$ cat config.mk
export PLATFORM = sky130hd
export DESIGN_NAME = epe_cell
export DESIGN_NICKNAME = d
export VERILOG_FILES = /design/src/rtl/core/epe_pkg.sv /design/src/rtl/core/epe_cell.sv
export SDC_FILE = /design/constraint.sdc
export NUM_CORES = 1
export LEC_CHECK = 0
export ABC_AREA = 1
export BUFFER_PORTS_ARGS = -buffer_cell sky130_fd_sc_hd__buf_2
export CAP_MARGIN = 20
export CELL_PAD_IN_SITES_DETAIL_PLACEMENT = 1
export CELL_PAD_IN_SITES_GLOBAL_PLACEMENT = 2
export CORE_MARGIN = 4
export CORE_UTILIZATION = 24
export DETAILED_ROUTE_END_ITERATION = 6
export PLACE_DENSITY_LB_ADDON = 0.1
export SETUP_SLACK_MARGIN = 0.4
export SKIP_CTS_REPAIR_TIMING = 1
export SYNTH_ARGS = -nofsm -noshare
export SYNTH_HDL_FRONTEND = slang
export SYNTH_SLANG_ARGS = --single-unit
$ cat constraint.sdc
create_clock -name clk -period 1.7 [get_ports clk]
set_input_delay 0.17 -clock clk [delete_from_list [all_inputs] [get_ports clk]]
set_output_delay 0.17 -clock clk [all_outputs]
set_load 0.02 [all_outputs]
$ cat src/rtl/core/epe_pkg.sv
// Shared constants, opcodes and types for the even polynomial evaluator.
package epe_pkg;

  localparam int MAX_DEGREE_DEF = 16;
  localparam int WORD_BITS_DEF  = 48;

  localparam int COEFF_BITS = 48;
  localparam int R2_BITS    = 47;
  localparam int OP_BITS    = 2;
  localparam int IDX_BITS   = 5;
  localparam int DEG_BITS   = 5;
  localparam int INT_BITS   = 16;

  localparam logic [DEG_BITS-1:0] DEGREE_RESET = 5'd2;
  localparam logic [DEG_BITS-1:0] DEGREE_MIN   = 5'd2;

  // r2 is consumed by the multiplier one digit per cycle, top digit first
  localparam int DIGIT_BITS   = 16;
  localparam int R2_DIGITS    = (R2_BITS + DIGIT_BITS - 1) / DIGIT_BITS;
  localparam int R2_PAD_BITS  = DIGIT_BITS * R2_DIGITS;
  localparam int DIG_CNT_BITS = $clog2(R2_DIGITS);

  localparam logic [OP_BITS-1:0] OP_LOAD_VALUE = 2'd0;
  localparam logic [OP_BITS-1:0] OP_LOAD_DERIV = 2'd1;
  localparam logic [OP_BITS-1:0] OP_EVAL       = 2'd2;

  typedef struct packed {
    logic done;
    logic ovf;
  } epe_step_stat_t;

endpackage

$ cat src/rtl/core/epe_cell.sv
// One coefficient cell of the rotating chain: holds one a entry and one b entry.
module epe_cell
  import epe_pkg::*;
#(
  parameter int WORD_BITS = WORD_BITS_DEF
) (
  input  logic                        clk,
  input  logic                        shift_en,
  input  logic                        wr_a,
  input  logic                        wr_b,
  input  logic signed [WORD_BITS-1:0] wr_data,
  input  logic signed [WORD_BITS-1:0] prev_a,
  input  logic signed [WORD_BITS-1:0] prev_b,
  output logic signed [WORD_BITS-1:0] a_q,
  output logic signed [WORD_BITS-1:0] b_q
);

  logic signed [WORD_BITS-1:0] a_r;
  logic signed [WORD_BITS-1:0] b_r;

  // rotation and loads never overlap; rotation wins if they did
  always_ff @(posedge clk) begin
    priority if (shift_en) begin
      a_r <= prev_a;
      b_r <= prev_b;
    end else begin
      if (wr_a) begin
        a_r <= wr_data;
      end
      if (wr_b) begin
        b_r <= wr_data;
      end
    end
  end

  assign a_q = a_r;
  assign b_q = b_r;

endmodule

* After elaboration in Yosys (flattened, before gate mapping)
Cells that the tools add are included.
** Word-level totals
- Register bits after elaboration :: 96
- Output and inout port bits :: 96
- Bits of input ports :: 148
- Logic and storage cells :: 8
** Operators by class
- Reductions and logical operators :: 2
- Muxes and demuxes :: 4
** Operators with widths (count)
- 48-bit 2-to-1 mux :: 4
- 2-bit nonzero test :: 2

* Depth between registers and ports, before layout
- Word-level depth :: 2
- Depth in mapped cells :: 6
- Gate-level depth less buffers :: 3

* Worst setup path before layout
Ideal clock, no wire load.
- Kind :: input -> register
- Start point :: in shift_en
- End point :: reg a_r[0] (netlist: a_q[0]) (enable)
- Setup time :: 384 ps
- Path buffers :: 2
- Setup slack :: 225 ps
- Stages :: 3
- Arrival :: 1091 ps
- Required time :: 1316 ps
- Path through :: buf_4 buf_4 or2_2
** Between the ends
- Word-level cells in the longest chain between the ends :: 1
** RTL lines
- start: declaration :: line epe_cell.sv:8 : input logic shift_en,
- 2-bit nonzero test (no source line)
- end signal: assignment :: line epe_cell.sv:24 : a_r <= prev_a;
- end signal: assignment :: line epe_cell.sv:28 : a_r <= wr_data;
- end: declaration :: line epe_cell.sv:18 : logic signed [WORD_BITS-1:0] a_r;
Every way passes these cells.
A chain may end at the register's enable or synchronous reset.

* Worst setup path after layout
- Start point :: reg b_r[15] (netlist: b_q[15])
- End point :: out b_q[15]
** RTL lines
- start: declaration :: line epe_cell.sv:19 : logic signed [WORD_BITS-1:0] b_r;
- start signal: assignment :: line epe_cell.sv:25 : b_r <= prev_b;
- start signal: assignment :: line epe_cell.sv:31 : b_r <= wr_data;
- end: declaration :: line epe_cell.sv:15 : output logic signed [WORD_BITS-1:0] b_q
No word-level cell between the ends.

==> impl_metrics.env <==
export IMPL_finalMaxSlewViolations=0
export IMPL_cts_root_buffer="sky130_fd_sc_hd__clkbuf_16"
export IMPL_outcome="finished, final reports clean"
export IMPL_nFillCells=1904
export IMPL_viasPerCell=4.08
export IMPL_ctsHtreeMaxLevel=3
export IMPL_fp_row_count=46
export IMPL_multi_input_logic_area_um2=913
export IMPL_fin_crit_ps=1070
export IMPL_gp_congestion=0.771
export IMPL_global_route_overflow_total=0
export IMPL_grt_pass1_vias=3594
export IMPL_cts_reportedPaths_clkPinSlew_ps=70
export IMPL_syn_nets=503
export IMPL_timing_critical_path_slowest_cell_delay_ps=390
export IMPL_worst_endpoint_arrival_ps=900
export IMPL_switchingPower_uw=1620
export IMPL_worst_path_max_delay_cell="sky130_fd_sc_hd__edfxtp_1"
export IMPL_placement_io_buffers=243
export IMPL_synth_seq_cells=96
export IMPL_max_cap_viol_count=0
export IMPL_global_route_usage_total_pct=13.8
export IMPL_initial_utilization_pct=24.5
export IMPL_routed_wl_um=13000
export IMPL_worst_endpoint_required_ps=1530
export IMPL_synthCells=355
export IMPL_cts_tree="done"
export IMPL_dr_first_iter_drc_count=132
export IMPL_power_leakage_uw=0.00292
export IMPL_area_of_the_mapped_netlist_um2=3910
export IMPL_rsz0062_at_grt="false"
export IMPL_final_area_um2=5730
export IMPL_clock_path_buffers=2
export IMPL_whs_ps=97.6
export IMPL_cts_buffers_inserted=9
export IMPL_die_area_um2=18400
export IMPL_die_width_um=136
export IMPL_average_wire_per_standard_cell_um=15.8
export IMPL_nNetsFinal=748
export IMPL_power_combinational_fraction_pct=17.2
export IMPL_max_slew_margin_rel_pct=75.7
export IMPL_place_area_um2=5390
export IMPL_timing_critical_path_to_type="output pin"
export IMPL_synth_avg_cell_area_um2=11.0
export IMPL_core_um2=15900
export IMPL_grt_start_max_net_pins=80
export IMPL_fin_crit_sh_pct=63.1
export IMPL_cp_start_kind="flop"
export IMPL_seq_area_frac_synth_pct=73.8
export IMPL_max_freq_ghz=0.932
export IMPL_top_level_ports=244
export IMPL_first_pass_detailed_route_iteration_total=4
export IMPL_worst_setup_path_type="reg2out"
export IMPL_hp_class="in2reg"
export IMPL_cellPowerDensity_nw_per_um2=1100
export IMPL_initial_antenna_violation_count=0
export IMPL_critPathTopFamily="flip-flops"
export IMPL_timing_hold_violations_final=0
export IMPL_register_area_um2=2880
export IMPL_total_via_count_after_detailed_routing=3346
export IMPL_drive_gt1_share_pct=44.0
export IMPL_synth_cell_type_count=8
export IMPL_finalSetupViolations=0
export IMPL_first_pass_grt_wire_length_um=19100
export IMPL_internal_power_uw=4710
export IMPL_power_share_clock_pct=35.8
export IMPL_critical_path_n_buffers_inverters=1
export IMPL_post_route_drc_count=0
export IMPL_area_delta_synth_final_pct=46.6
export IMPL_worst_pin_slew_ps=364
export IMPL_finalSetupTns_ps=0
export IMPL_sw_share_pct=25.5
export IMPL_insertedDiodeCount=0
export IMPL_post_layout_total_power_uw=6320
export IMPL_critical_path_max_fanout=1
export IMPL_path_cells="buf_2"
export IMPL_cts_sink_count=96
export IMPL_peakVddDrop_v=0.000431
export IMPL_synth_yosys_warnings=0
export IMPL_final_antenna_net_count=0
export IMPL_die_y_um=136
export IMPL_place_detailed_hpwl_um=9790
export IMPL_seq_power_share_pct=47.0
[placed cells by master, fill, tap and decap left out, drive strengths merged]
master and count:
clkbuf 9, nand2 240, or2 2, buf 250, edfxtp 96, bufinv 3, inv 1, clkinv 4
[cells by family after synthesis]
group	Yosys count	share of synthesized area, %
buffers and inverters	17	2.85
flip-flops	96	73.8
AND/OR/NAND/NOR	242	23.4
[cell usage after synthesis]
cell type	n	area, µm²
sky130_fd_sc_hd__nand2_1	240	901
sky130_fd_sc_hd__or2_2	2	12.5
sky130_fd_sc_hd__clkbuf_1	1	3.75
sky130_fd_sc_hd__buf_6	3	33.8
sky130_fd_sc_hd__buf_2	8	40.0
sky130_fd_sc_hd__edfxtp_1	96	2880
sky130_fd_sc_hd__inv_2	1	3.75
sky130_fd_sc_hd__buf_4	4	30.0
[area by class of cell]
class	instances	share of cell area (%)
flip-flops and latches	96	50.3
clock inverters	7	1.92
inverters	1	0.0655
repair buffers	250	23.1
well taps	216	4.72
clock buffers	9	3.93
multi-input cells	242	15.9
[worst paths after layout]
kind,slack (ps),start,depth (start not counted),endpoint
setup / recovery,630,b_q[15],1,b_q[15]
hold / removal,100,prev_b[41],3,b_q[41]
[registers in the layout, indices dropped and copies added (netlist names)]
signal,count
a_q,48
b_q,48
[metrics by stage]
stage / util, % / cells / worst slack (ps)
2_1_floorplan: - / 355 / 225
3_3_place_gp: 33.8 / 805 / 420
3_5_place_dp: 33.8 / 805 / 383
4_1_cts: 35.9 / 821 / 602
5_1_grt: 35.9 / 821 / 584
6_report: 35.9 / 821 / 627
[metal layers]
| metal | vias up | GRT usage, % | share of wire, % | wire length, µm |
|---|---|---|---|---|
| met5 | - | 0 | 0 | 0 |
| met3 | 23 | 5.35 | 11 | 1380 |
| met4 | 0 | 6.72 | 3.0 | 393 |
| met2 | 162 | 22.0 | 46 | 6020 |
| li1 | 1646 | - | - | - |
| met1 | 1515 | 16.3 | 40 | 5160 |
[power by group through the flow]
stage               Combinational [µW]  Sequential [µW]  Clock, µW
finish                            1090             2970       2270
CTS                               1120             2970       2340
detailed placement                1120             3020          0
global placement                  1110             3020          0
global route                      1190             3000       2420
floorplan                          229             3370          0
(Power assumes the default switching activity.)
