--- src/rtl/core/epe_pkg.sv ---
// Shared constants, opcodes and types for the even polynomial evaluator.
package epe_pkg;

  localparam int MAX_DEGREE_DEF = 16;
  localparam int WORD_BITS_DEF  = 48;

  localparam int COEFF_BITS = 48;
  localparam int R2_BITS    = 47;
  localparam int OP_BITS    = 2;
  localparam int IDX_BITS   = 5;
  localparam int DEG_BITS   = 5;
  localparam int INT_BITS   = 16;

  localparam logic [DEG_BITS-1:0] DEGREE_RESET = 5'd2;
  localparam logic [DEG_BITS-1:0] DEGREE_MIN   = 5'd2;

  // r2 is consumed by the multiplier one digit per cycle, top digit first
  localparam int DIGIT_BITS   = 16;
  localparam int R2_DIGITS    = (R2_BITS + DIGIT_BITS - 1) / DIGIT_BITS;
  localparam int R2_PAD_BITS  = DIGIT_BITS * R2_DIGITS;
  localparam int DIG_CNT_BITS = $clog2(R2_DIGITS);

  localparam logic [OP_BITS-1:0] OP_LOAD_VALUE = 2'd0;
  localparam logic [OP_BITS-1:0] OP_LOAD_DERIV = 2'd1;
  localparam logic [OP_BITS-1:0] OP_EVAL       = 2'd2;

  typedef struct packed {
    logic done;
    logic ovf;
  } epe_step_stat_t;

endpackage

--- src/rtl/core/epe_step_unit.sv ---
// Horner step: y = sat(sat_round(x * r2) + coeff), digit-serial multiplier.
module epe_step_unit
  import epe_pkg::*;
#(
  parameter int WORD_BITS = WORD_BITS_DEF
) (
  input  logic                        clk,
  input  logic                        rst_n,
  input  logic                        start,
  input  logic signed [WORD_BITS-1:0] x,
  input  logic signed [WORD_BITS-1:0] coeff,
  input  logic        [R2_BITS-1:0]   r2,
  output logic signed [WORD_BITS-1:0] y,
  output epe_step_stat_t              stat
);

  localparam int FRAC_BITS = WORD_BITS - INT_BITS;
  localparam int PROD_W    = WORD_BITS + R2_BITS;
  localparam int Q_W       = PROD_W - FRAC_BITS;
  localparam int CMP_W     = PROD_W + 1;
  localparam int PP_W      = WORD_BITS + DIGIT_BITS;

  localparam logic [1:0] P_IDLE = 2'd0;
  localparam logic [1:0] P_MUL  = 2'd1;
  localparam logic [1:0] P_RND  = 2'd2;
  localparam logic [1:0] P_ADD  = 2'd3;

  localparam logic [WORD_BITS-1:0] WMAX = {1'b0, {(WORD_BITS-1){1'b1}}};
  localparam logic [WORD_BITS-1:0] WMIN = {1'b1, {(WORD_BITS-1){1'b0}}};

  logic [1:0]                  phase_r;
  logic [DIG_CNT_BITS-1:0]     cnt_r;
  logic                        neg_r;
  logic [WORD_BITS-1:0]        mag_r;
  logic signed [WORD_BITS-1:0] coeff_r;
  logic [R2_PAD_BITS-1:0]      dig_r;
  logic [PROD_W-1:0]           prod_r;
  logic signed [WORD_BITS-1:0] mres_r;
  logic                        movf_r;
  logic signed [WORD_BITS-1:0] y_r;
  epe_step_stat_t              stat_r;

  logic [DIGIT_BITS-1:0]       digit;
  logic [PP_W-1:0]             pp;
  logic [PROD_W-1:0]           prod_acc;
  logic [PROD_W-1:0]           rnd_sum;
  logic [Q_W-1:0]              q;
  logic [CMP_W-1:0]            q_ext;
  logic [CMP_W-1:0]            lim;
  logic                        mul_sat;
  logic [WORD_BITS-1:0]        q_low;
  logic [WORD_BITS-1:0]        mul_val;
  logic [WORD_BITS-1:0]        mul_res;
  logic [WORD_BITS:0]          sum;
  logic                        add_ovf;
  logic [WORD_BITS-1:0]        add_res;

  assign digit    = dig_r[R2_PAD_BITS-1 -: DIGIT_BITS];
  assign pp       = PP_W'(mag_r) * PP_W'(digit);
  assign prod_acc = (prod_r << DIGIT_BITS) + PROD_W'(pp);

  // round to nearest, ties away from zero, on the magnitude
  assign rnd_sum = prod_r + PROD_W'({1'b1, {(FRAC_BITS-1){1'b0}}});
  assign q       = rnd_sum[PROD_W-1:FRAC_BITS];
  assign q_ext   = CMP_W'(q);
  assign lim     = CMP_W'(WMAX) + CMP_W'(neg_r);
  assign mul_sat = q_ext > lim;
  assign q_low   = q_ext[WORD_BITS-1:0];
  assign mul_val = neg_r ? (~q_low + 1'b1) : q_low;
  assign mul_res = mul_sat ? (neg_r ? WMIN : WMAX) : mul_val;

  assign sum     = {mres_r[WORD_BITS-1], mres_r} + {coeff_r[WORD_BITS-1], coeff_r};
  assign add_ovf = sum[WORD_BITS] != sum[WORD_BITS-1];
  assign add_res = add_ovf ? (sum[WORD_BITS] ? WMIN : WMAX) : sum[WORD_BITS-1:0];

  always_ff @(posedge clk) begin
    if (!rst_n) begin
      phase_r <= P_IDLE;
      stat_r  <= '0;
    end else begin
      // pulse done for one cycle as the add phase retires
      stat_r.done <= (phase_r == P_ADD);
      unique case (phase_r)
        P_IDLE: begin
          if (start) begin
            neg_r   <= x[WORD_BITS-1];
            mag_r   <= x[WORD_BITS-1] ? (~x + 1'b1) : x;
            coeff_r <= coeff;
            dig_r   <= R2_PAD_BITS'(r2);
            prod_r  <= '0;
            cnt_r   <= '0;
            phase_r <= P_MUL;
          end
        end
        P_MUL: begin
          prod_r <= prod_acc;
          dig_r  <= dig_r << DIGIT_BITS;
          cnt_r  <= cnt_r + 1'b1;
          if (cnt_r == DIG_CNT_BITS'(R2_DIGITS - 1)) begin
            phase_r <= P_RND;
          end
        end
        P_RND: begin
          mres_r  <= mul_res;
          movf_r  <= mul_sat;
          phase_r <= P_ADD;
        end
        P_ADD: begin
          y_r         <= add_res;
          stat_r.ovf  <= movf_r | add_ovf;
          phase_r     <= P_IDLE;
        end
        default: phase_r <= P_IDLE;
      endcase
    end
  end

  assign y    = y_r;
  assign stat = stat_r;

endmodule

--- config.mk ---
export PLATFORM = sky130hd
export DESIGN_NAME = epe_step_unit
export DESIGN_NICKNAME = d
export VERILOG_FILES = /design/src/rtl/core/epe_pkg.sv /design/src/rtl/core/epe_step_unit.sv
export SDC_FILE = /design/constraint.sdc
export NUM_CORES = 2
export LEC_CHECK = 0
export BUFFER_PORTS_ARGS = -buffer_cell sky130_fd_sc_hd__buf_2
export CAP_MARGIN = 30
export CELL_PAD_IN_SITES_DETAIL_PLACEMENT = 2
export CELL_PAD_IN_SITES_GLOBAL_PLACEMENT = 2
export CORE_AREA = 5 5 331 333
export DETAILED_ROUTE_END_ITERATION = 16
export DIE_AREA = 0 0 336 338
export PLACE_DENSITY_LB_ADDON = 0.25
export SETUP_SLACK_MARGIN = 0.3
export SLEW_MARGIN = 30
export SYNTH_ARGS = -nofsm -noshare
export SYNTH_HDL_FRONTEND = slang
export SYNTH_SLANG_ARGS = --single-unit
--- constraint.sdc ---
create_clock -name clk -period 13.94 [get_ports clk]
set_input_delay 0.697 -clock clk [delete_from_list [all_inputs] [get_ports clk]]
set_output_delay 0.697 -clock clk [all_outputs]
set_load 0.02 [all_outputs]
# --- Word-level counts from Yosys, hierarchy flattened ---
# Cells that the tools add are included.
classes:
  n_addsub: 7
  mul: 1
  div_mod_pow: 0
  n_lt_le_gt_ge: 1
  n_eq_ne: 7
  shift: 0
  mux: 15
  n_bitwise: 3
  n_reduce_logical: 7
ops:
  columns: ["cell", "count"]
  rows:
  - ["48-bit 2-to-1 mux", 6]
  - ["95-bit case mux with 2 select lines", 1]
  - ["48-bit by 1-bit adder with 48-bit output, second input constant", 2]
  - ["48-bit NOT", 2]
  - ["48-bit case mux with 2 select lines", 1]
  - ["95-bit by 32-bit adder with 95-bit output, second input constant", 1]
  - ["95-bit by 64-bit adder with 95-bit output", 1]
  - ["95-bit 2-to-1 mux", 1]
  - ["48-bit by 16-bit multiplier with 64-bit output", 1]
  - ["63-bit by 48-bit greater-than comparator with 1-bit output", 1]
  - ["48-bit by 48-bit adder with 49-bit output", 1]
  - ["47-bit by 1-bit adder with 48-bit output, first input constant", 1]
  - ["47-bit 2-to-1 mux", 1]
  - ["2-bit case mux with 4 select lines", 1]
  - ["2-bit == test, second input constant", 3]
  - ["2-bit 2-to-1 mux", 3]
  - ["2-bit AND reduction", 3]
  - ["3-bit AND reduction", 2]
  - ["2-bit inequality test, second input constant", 2]
  - ["2-bit case mux with 2 select lines", 1]
  - ["2-bit by 1-bit adder with 2-bit output, second input constant", 1]
  - ["2-bit by 1-bit == test with 1-bit output, second input constant", 1]
  - ["2-bit zero test", 1]
  - ["2-bit nonzero test", 1]
  - ["other kinds (2)", 2]
totals:
  regBits: 343
  latchBits: 0
  ram_bits: 0
  romBits: 0
  input_bits: 146
  out_inout_bits: 50
  memories: 0

# --- Logic depth before layout (Yosys ltp) ---
depth:
  ltp_word: 5
  mapped_depth: 28
  mapped_depth_nobuf: 25

# --- Least setup slack after synthesis ---
# No wires, ideal clock.
synth_path:
  path_kind: "register to register"
  startpoint: "register phase_r[1]"
  endpoint: "register cnt_r[0], enable pin"
  t_arrival_ns: 7.641
  t_required_ns: 13.273
  setup_slack_ns: 5.631
  path_stages_with_launch: 7
  period_less_slack_ns: 8.309
  path_cell_list: "dfxtp_1 -> inv_1 -> ha_1 -> clkbuf_1 -> buf_1 -> mux2i_1 -> nor2b_1"
synth_via:
  elab_chain_len: 3
  elab_cells_between_ends: 5
  cone_classes: "2 x eq/ne; 3 x reduce/logical"
synth_rtl:
  columns: ["item", "line_no", "rtl"]
  rows:
  - ["start: declaration", "epe_step_unit.sv:31", "logic [1:0] phase_r;"]
  - ["start signal: assignment", "epe_step_unit.sv:78", "phase_r <= P_IDLE;"]
  - ["start signal: assignment", "epe_step_unit.sv:92", "phase_r <= P_MUL;"]
  - ["start signal: assignment", "epe_step_unit.sv:100", "phase_r <= P_RND;"]
  - ["2-bit by 1-bit == test with 1-bit output or 2-bit zero test (tied branches)", "epe_step_unit.sv:83", "unique case (phase_r)"]
  - ["2-bit nonzero test (no line) or 2-bit inequality test (tied branches)", null, null]
  - ["3-bit AND reduction (no line) *", null, null]
  - ["end signal: assignment", "epe_step_unit.sv:98", "cnt_r <= cnt_r + 1'b1;"]
  - ["end: declaration", "epe_step_unit.sv:32", "logic [DIG_CNT_BITS-1:0] cnt_r;"]
# Mark *: on every way between the ends. The rest lies on a longest branch, timed or not.
# A chain may end at the register's enable or synchronous reset.

# --- Worst setup path in the final report ---
layout_path:
  startpoint: "register dig_r[41]"
  endpoint: "register prod_r[88] (data pin)"
layout_via:
  elab_chain_len: 3
layout_rtl:
  columns: ["item", "line_no", "rtl"]
  rows:
  - ["start: declaration", "epe_step_unit.sv:36", "logic [R2_PAD_BITS-1:0] dig_r;"]
  - ["start signal: assignment", "epe_step_unit.sv:89", "dig_r <= R2_PAD_BITS'(r2);"]
  - ["start signal: assignment", "epe_step_unit.sv:97", "dig_r <= dig_r << DIGIT_BITS;"]
  - ["48-bit by 16-bit multiplier with 64-bit output", "epe_step_unit.sv:59", "assign pp = PP_W'(mag_r) * PP_W'(digit);"]
  - ["95-bit by 64-bit adder with 95-bit output", "epe_step_unit.sv:60", "assign prod_acc = (prod_r << DIGIT_BITS) + PROD_W'(pp);"]
  - ["95-bit case mux with 2 select lines", "epe_step_unit.sv:83", null]
  - ["end signal: assignment", "epe_step_unit.sv:96", "prod_r <= prod_acc;"]
  - ["end: declaration", "epe_step_unit.sv:37", "logic [PROD_W-1:0] prod_r;"]
# No other way between the ends.

==> results.ini <==
[floorplan]
core_mm2 = 0.106
num_io_pins = 196
rows = 120
die_width_um = 336
die_y_um = 338
initial_core_util_pct = 43.5
die-area_mm2 = 0.114

[sta]
fmax_ghz = 0.109
rsz0062_at_grt = no
fin_crit_sh_pct = 65.9
hold_viol = 0
tightestPinTransition_ps = 1060
fin_crit_ps = 9180
setup_viol = 0
holdWs_ps = 231
fin_tns_setup_ps = 0
final_max_slew_viol_count = 0
slew_headroom_pct = 29.5
skew_ps = 43.4

[grt]
grt_pass1_wl_mm = 274
grt_pass1_vias = 44600
grt.busiest_layer = met2
antenna_found_initial = 18
grt_use_met2_pct = 59.0
grt.met1_usage_pct = 37.5
grt_usage_pct = 31.9
grt_max_degree = 146
grt_use_met3_pct = 4.17
globalRouteOverflowTotal = 0

[finish]
layout_commonest_cell = inv_1
drive_above_1_share_pct = 7.44
layout_common_cells = inv_1 (969), nand2_1 (692), fa_1 (691)
num-nets-final = 6203
area_delta_synth_final_pct = 8.46
fin_util_pct = 47.2

[logic_synthesis]
ys_seq_elements = 343
yosysTopAreaCell = fa_1
ys_seq_area_share_pct = 22.2
synth.distinct_cells = 79
synth_edf_count = 339
netlist_area_mm2 = 0.0462
yosys-top-cells-area = fa_1 (30%), edfxtp_1 (22%), inv_1 (7.9%)
netlist_instances = 5050
synthArstFlopShare_pct = 0
synth.yosys.warnings = 0
syn_area_per_cell_um2 = 9.16
synth_top_area_share_pct = 29.9
syn_nets = 6143
synth_flop_cell = edfxtp_1

[clocking]
cts_resized = 0
clk_pin_slew_worst_paths_ps = 60
root_buffer = clkbuf_16
cts_tree = built
cts.path.max_buffers = 3
htreeDepth = 2
cts_setup_buffers = 0
clock-sinks = 343
numCtsBuffers = 47
clk_latency_ps = 650
cts_hold_buf = 0

[setup_path]
worstSetupEndpoint = prod_r[88]
cp_slowest_cell = edfxtp_1
path_class = reg2reg
critical_path.max_fanout = 31
cp-start-kind = flop
path_common_cell = fa_1
slowest_delay_ps = 980
r2r_cells = 23
regToRegEndpoint = prod_r[88]
worstSetupStartpoint = dig_r[41]
rr_startpoint = dig_r[41]
r2r_setup_slack_ps = 4760
cp-end-kind = flop
worstPathRequired_ps = 14330
crit_chain = buf_4, nand2_1, fa_1, inv_1, fa_1, fa_1, fa_1, fa_1, inv_1, fa_1, inv_1, ha_1, a21oi_1, o21ai_0, a31oi_1, nor3_1, or4_1, a31o_2, a311oi_1, o211ai_1, nand2_1, nor3_1, o221a_2
arrival_ps = 9570

[placement]
place_congestion = 0.876
dp_hpwl_mm = 138
port_buffers = 195

[detailed_routing]
postRouteAntennaNets = 0
first_pass_iters = 6
vias = 37800
vias_per_cell = 5.77
drcViolationCount = 0
dr.first_iter.drc_count = 2354
wire_per_inst_um = 27.6
finalWirelength_mm = 181

[hold_path]
hp-class = in2reg

[job]
cap_violations = 0

[outcome]
status = complete, no violations

[state kept, by name (all words and copies together) (netlist names)]
| name | count |
|---|---|
| phase_r | 2 |
| mres_r | 48 |
| dig_r | 48 |
| movf_r | 1 |
| cnt_r | 2 |
| mag_r | 48 |
| stat | 2 |
| coeff_r | 48 |
| y | 48 |
| neg_r | 1 |
| prod_r | 95 |
[metal layers]
| metal | wire length [µm] | up-vias | share of wire [%] |
|---|---|---|---|
| met5 | 66 | - | 0.036 |
| met2 | 93300 | 1206 | 51 |
| met4 | 8410 | 10 | 4.6 |
| met3 | 9010 | 419 | 5.0 |
| li1 | - | 16200 | - |
| met1 | 70500 | 20000 | 39 |
[worst max-delay path: cells and delay by family, from the launching register on]
kind            cells  cell delay [ps]
simple gates        5             1150
flops               1              980
buf+inv             4              800
fa+ha+maj           7             3720
compound gates      7             2190
[kinds of logic after synthesis]
family          Yosys count  synth area share, %
fa+ha+maj               952                 37.0
buf+inv                1205                 9.78
simple gates           1633                 17.2
compound gates          657                 8.77
flops                   343                 22.2
mux                      47                 1.11
xor+xnor                213                 4.03
[cell type report]
cell class	instances	area, µm²
fill	11500	56200
inverter	971	3640
clock buffer	55	1230
sequential	343	10300
antenna	12	30.0
clock inverter	31	327
timing repair buffer	245	1420
tap	1403	1760
multi-input combinational	3502	31500
[worst min-delay path by stage]
stage | startpoint | to | slack (ps) | cells past startpoint
finish | coeff[41] | coeff_r[41] | 230 | 1
global route | coeff[43] | coeff_r[43] | 210 | 1
CTS | coeff[45] | coeff_r[45] | 190 | 1
detailed placement | dig_r[31] | dig_r[47] | 530 | 1
global placement | dig_r[31] | dig_r[47] | 520 | 1
floorplan | phase_r[0] | phase_r[0] | 500 | 2
[per-stage QoR]
step	cell area (µm²)	std cells	worst slack [ps]
2_1_floorplan	46200	5050	5630
3_3_place_gp	48500	6460	5200
3_5_place_dp	48500	6461	4940
4_1_cts	50000	6547	4880
5_1_grt	50100	6552	4520
6_report	50100	6562	4760
[synth_stat cells, types with 8 or more instances]
| cell | instances |
|---|---|
| ha_1 | 256 |
| nor2_1 | 203 |
| or4_1 | 14 |
| clkbuf_1 | 226 |
| nand3b_1 | 8 |
| mux2i_1 | 12 |
| or3_1 | 28 |
| o31ai_1 | 24 |
| xnor2_1 | 152 |
| a2bb2oi_1 | 8 |
| a31oi_1 | 13 |
| a311oi_1 | 8 |
| a211oi_1 | 16 |
| o211ai_1 | 8 |
| nand2b_1 | 24 |
| nand2_1 | 692 |
| nand3_1 | 88 |
| nor3_1 | 73 |
| nor4_1 | 34 |
| mux2_2 | 35 |
| o21bai_1 | 29 |
| fa_1 | 691 |
| nor2b_1 | 33 |
| and4_1 | 9 |
| xor2_1 | 61 |
| a21o_1 | 70 |
| nand4_1 | 77 |
| o21ai_0 | 164 |
| a21oi_1 | 226 |
| inv_1 | 970 |
| and2_1 | 278 |
| o21a_1 | 19 |
| edfxtp_1 | 339 |
| nor3b_1 | 8 |
| and3_1 | 30 |
Power is not shown: default switching activity piles up to over one toggle a cycle in this logic, so the estimate is an artifact.
